**config.mk**
```make
export PLATFORM = sky130hd
export DESIGN_NAME = lrc_heading
export DESIGN_NICKNAME = d
export VERILOG_FILES = /design/src/rtl/lrc_pkg.sv /design/src/rtl/lrc_heading.sv
export SDC_FILE = /design/constraint.sdc
export NUM_CORES = 1
export LEC_CHECK = 0
export ABC_AREA = 0
export BUFFER_PORTS_ARGS = -buffer_cell sky130_fd_sc_hd__buf_4
export CORE_MARGIN = 2
export CORE_UTILIZATION = 57
export DETAILED_ROUTE_END_ITERATION = 16
export PLACE_DENSITY = 0.79
export SYNTH_ARGS = -nofsm -noshare
export SYNTH_HDL_FRONTEND = slang
export SYNTH_SLANG_ARGS = --single-unit
```
**constraint.sdc**
```tcl
create_clock -name aclk -period 5 [get_ports aclk]
set_input_delay 0.25 -clock aclk [delete_from_list [all_inputs] [get_ports aclk]]
set_output_delay 0.25 -clock aclk [all_outputs]
set_load 0.02 [all_outputs]
```
**src/rtl/lrc_pkg.sv**
```systemverilog
// ----------------------------------------------------------------------------
// lrc_pkg: shared types and constants
// Calibration entry layout, item action codes, pipeline stage enables and
// default parameter values for the lidar return calibrator.
// ----------------------------------------------------------------------------
`default_nettype none

package lrc_pkg;

    localparam int unsigned TABLE_DEPTH          = 64;
    localparam int unsigned LASER_W              = 6;
    localparam int unsigned LASERS_PER_BANK_DEF  = 32;
    localparam int unsigned STEPS_PER_TURN_DEF   = 36000;

    localparam logic [15:0] LOWER_BANK_CODE_RST  = 16'hDDFF;

    typedef enum logic [0:0] {
        ACT_RETURN = 1'b0,
        ACT_LOAD   = 1'b1
    } action_t;

    typedef struct packed {
        logic signed [15:0] rotation;
        logic signed [17:0] vertical;
        logic signed [31:0] square;
        logic signed [31:0] linear;
        logic signed [23:0] constant;
    } cal_entry_t;

    // per-stage advance enables, stage 2 through the output stage
    typedef struct packed {
        logic en2;
        logic en3;
        logic en4;
        logic en5;
    } pipe_en_t;

endpackage

`default_nettype wire

```
**src/rtl/lrc_heading.sv**
```systemverilog
// ----------------------------------------------------------------------------
// lrc_heading: heading wrap pipeline
// Computes (correction - rotation) mod turn, centered on zero, over four
// stages: offset, reciprocal multiply, remainder, final correction.
// ----------------------------------------------------------------------------
`default_nettype none

module lrc_heading
    import lrc_pkg::*;
#(
    parameter int unsigned STEPS_PER_TURN = STEPS_PER_TURN_DEF
) (
    input  wire logic               aclk,
    input  wire pipe_en_t           en,
    input  wire logic signed [15:0] corr_rotation,
    input  wire logic [15:0]        rotation,
    output logic signed [15:0]      heading
);

    // worst negative difference is -(2^16-1) - 2^15; lift by whole turns
    localparam int unsigned NEG_SPAN  = (2**16 - 1) + 2**15;
    localparam int unsigned OFF_TURNS = (NEG_SPAN + STEPS_PER_TURN - 1) / STEPS_PER_TURN;
    localparam int unsigned OFFSET    = OFF_TURNS * STEPS_PER_TURN;
    localparam int unsigned X_W       = 18;
    localparam int unsigned SH        = 34;
    localparam logic [SH-1:0]  RECIP  = SH'((64'd1 << SH) / STEPS_PER_TURN);
    localparam logic [X_W-1:0] TURN   = X_W'(STEPS_PER_TURN);
    localparam logic [X_W-1:0] HALF   = X_W'((STEPS_PER_TURN + 1) / 2);
    localparam logic signed [X_W:0] OFFSET_S = (X_W+1)'(OFFSET);

    logic [X_W-1:0]    x2_reg;
    logic [X_W-1:0]    x3_reg;
    logic [X_W-1:0]    q3_reg;
    logic [X_W-1:0]    rem4_reg;
    logic signed [15:0] heading_reg;

    logic signed [X_W:0] x2_next;
    logic [X_W+SH-1:0]   prod3_next;
    logic [X_W-1:0]      rem4_next;
    logic [X_W-1:0]      fold5;
    logic [X_W-1:0]      wrap5;

    always_comb begin
        x2_next    = (X_W+1)'(corr_rotation) - $signed({3'b000, rotation}) + OFFSET_S;
        prod3_next = (X_W+SH)'(x2_reg) * (X_W+SH)'(RECIP);
        rem4_next  = x3_reg - X_W'(q3_reg * TURN);
        // estimate may be one short: remainder lies in [0, 2*turn)
        fold5      = (rem4_reg >= TURN) ? rem4_reg - TURN : rem4_reg;
        wrap5      = (fold5 >= HALF) ? fold5 - TURN : fold5;
    end

    always_ff @(posedge aclk) begin
        if (en.en2) begin
            x2_reg <= X_W'(x2_next);
        end
        if (en.en3) begin
            x3_reg <= x2_reg;
            q3_reg <= prod3_next[SH +: X_W];
        end
        if (en.en4) begin
            rem4_reg <= rem4_next;
        end
        if (en.en5) begin
            heading_reg <= wrap5[15:0];
        end
    end

    assign heading = heading_reg;

endmodule

`default_nettype wire
```
==> results.md <==
- Cells after synthesis: 740
- HPWL after detailed placement: 13,300 um
- Crit-path cells: inv_2, buf_4, fa_1, inv_1, fa_1, fa_1, inv_1, fa_1, inv_1, ha_1, ha_1, ha_1, a21o_1, a21o_1, a21oi_2, o21ai_2, a211oi_2, o21bai_1, a21oi_1, xnor2_1
- Crit Path Max Fanout: 2
- Synth unique cells: 54
- Area of the die: 15,000 um2
- Port Buffers: 52
- # rows: 43
- Final hold violation count: 0
- CP peak stage delay: 530 ps
- Main flop type after synthesis: edfxtp_1
- Num Clock Sinks: 73
- Max-slew headroom: 59.6%
- Final worst slack: -41.8 ps
- CTS Hold Bufs: 0
- DRC viols: 0
- Hold path cells: 1
- Net Count, Synth: 1,006
- Clk Latency, worst-skew pair: 350 ps
- Io pins: 53
- Reg clk slew, reported paths: 60 ps
- Most common cell after layout, fill and taps aside: ha_1
- Worst EP arrival: 5130 ps
- Post-route clock period utilization: 101%
- First-pass GRT wire length: 27,500 um
- Synth async-reset ratio: 0%
- Gpl congestion: 0.883
- Buf/Inv on CP: 5
- Post-route ant nets: 0
- Routed vias: 5,694
- Crit-path slowest cell: fa_1
- N_diodes: 0
- Most frequent cells in the layout: 157 x ha_1, 153 x inv_1, 75 x buf_4
- Reg-to-reg endpoint: q3_reg[2]
- DR WL/cell: 16.8 um
- Main combinational cell family by area after synthesis: adder cells
- Largest net degree at the start of global routing: 22
- Pre-CTS setup slack: -65.4 ps
- CTS tree: done
- Required time worst endpoint: 5090 ps
- Compound-Gate Fraction of Synth Area: 11.3%
- Critical path class: flop to flop
- Clock H-tree levels: 3
- Simple-Gate Fraction of Synth Area: 6.32%
- RSZ-0062 raised after global routing: true
- Initial antenna violation count: 0
- Area of the core: 13,800 um2
- Setup crit start kind: flop
- Slew @ Worst Pin: 602 ps
- Crit. End Element: flop
- Most used cell, CP: fa_1
- Layout cells sized above 1: 16.1%
- Max-Cap Viols: 0
- Reg2Reg Setup Slack: -40 ps
- Post-layout min period: 5040 ps
- Gr ovfl total: 0
- Final Max Slew Viols: 0
- Die Wd: 122 um
- Proportion of synthesized area in mux cells: 0.376%
- Status: complete, but fails checks
- Post-synth EDFFs: 73
- Clk buf depth: 2
- Die height: 122 um
- Routed wire length: 17,000 um
- Min-delay worst type: input port to flop
- R2R cell count: 20
- Mean Syn Cell Area: 10.8 um2
- Initial Utilization: 58.0%
- CP delay by family, top: adder cells
- Total CTS buffers: 9
- Drt initial violations: 370
- Failing checks: setup timing
- Reg2reg start: x2_reg[4]
- Fmax: 198 MHz
- CTS root buf: clkbuf_16
- Seq/Total Area, Yosys: 27.5%
- Yosys warns: 0
- Number of global-route vias before repair: 6,083
- NumNets Final: 1,091
- Adder-Cell Fraction of Synth Area: 41.5%
- GR Util All Layers: 23.7%
- XOR/XNOR Fraction of Synth Area: 5.47%
- Vias per cell: 5.64
- Post-synthesis register bit count: 73
- 1st-pass router iterations: 5
- Worst min-delay path startpoint: en[0]
- Hold endpoint: heading[13]
- Post-Syn Area: 7980 um2
- Layout area overhead: 16.3%
- Endpoints failing setup: 2
- Clock skew: 8.53 ps
## routing by layer
| layer | global-route usage [%] | vias to the layer above | part of all wire, % |
|---|---|---|---|
| li1 | - | 2734 | - |
| met1 | 26.3 | 2775 | 39 |
| met2 | 44.1 | 141 | 54 |
| met3 | 4.14 | 44 | 3.1 |
| met4 | 10.7 | 0 | 3.4 |
| met5 | 0 | - | 0 |
## cells by family after synthesis
group / after synthesis
buffers and inverters: 160
flip-flops: 73
adder cells (fa/ha/maj): 229
XOR/XNOR: 49
AND/OR/NAND/NOR: 96
AO/OA/AOI/OAI: 130
multiplexers: 3
## worst max-delay path by stage
stage,from,endpoint,slack (ps),cells after the start
after floorplan,x2_reg[4],q3_reg[2],50,19
after global placement,x2_reg[2],q3_reg[2],50,19
after detailed placement,x2_reg[0],q3_reg[2],-70,13
after CTS,x2_reg[3],q3_reg[2],4,19
after global routing,x2_reg[6],q3_reg[2],-260,19
final,x2_reg[4],q3_reg[2],-40,20
## timing repair
action	4_1_cts	5_1_grt
setup buffers	3	3
pin swaps	8	25
setup endpoints to repair	1	3
endpoints found under the hold margin	0	0
gates resized for setup	8	25
## synthesized netlist by cell type (all sizes together), types with 6 or more instances
master / n / area [um2]
nor3: 10 / 66.3
o21ai: 27 / 135
edfxtp: 73 / 2190
nor2: 29 / 109
fa: 60 / 1200
o21a: 7 / 52.6
a21oi: 26 / 141
inv: 158 / 593
a31oi: 6 / 37.5
nand2: 16 / 60.1
a211oi: 13 / 110
nand3: 8 / 40.0
ha: 169 / 2110
nor2b: 9 / 56.3
xor2: 12 / 105
xnor2: 37 / 332
nand4: 6 / 37.5
a21o: 14 / 105
## metrics by stage
step                      setup TNS, ps  hold slack [ps]  instance area, um2  utilization (%)  instances
after floorplan                       0              362                7990                -        740
after global placement                0              406                8730             63.4        988
after detailed placement          -65.4              408                8730             63.4        988
after CTS                             0              272                9120             66.2       1007
after global routing               -537              277                9280             67.4       1010
final                             -55.4              279                9280             67.4       1010
## final cells by class
class                      count  area (um2)
timing repair buffer          76         574
fill                        1016        4490
clock inverter                 6        81.3
sequential                    73        2190
clock buffer                  10         229
tap                          180         225
inverter                     158         593
multi-input combinational    507        5390
Power is left out: the tool's default activity adds up to more than one toggle a clock period on the data nets, which glitch-free logic cannot reach.
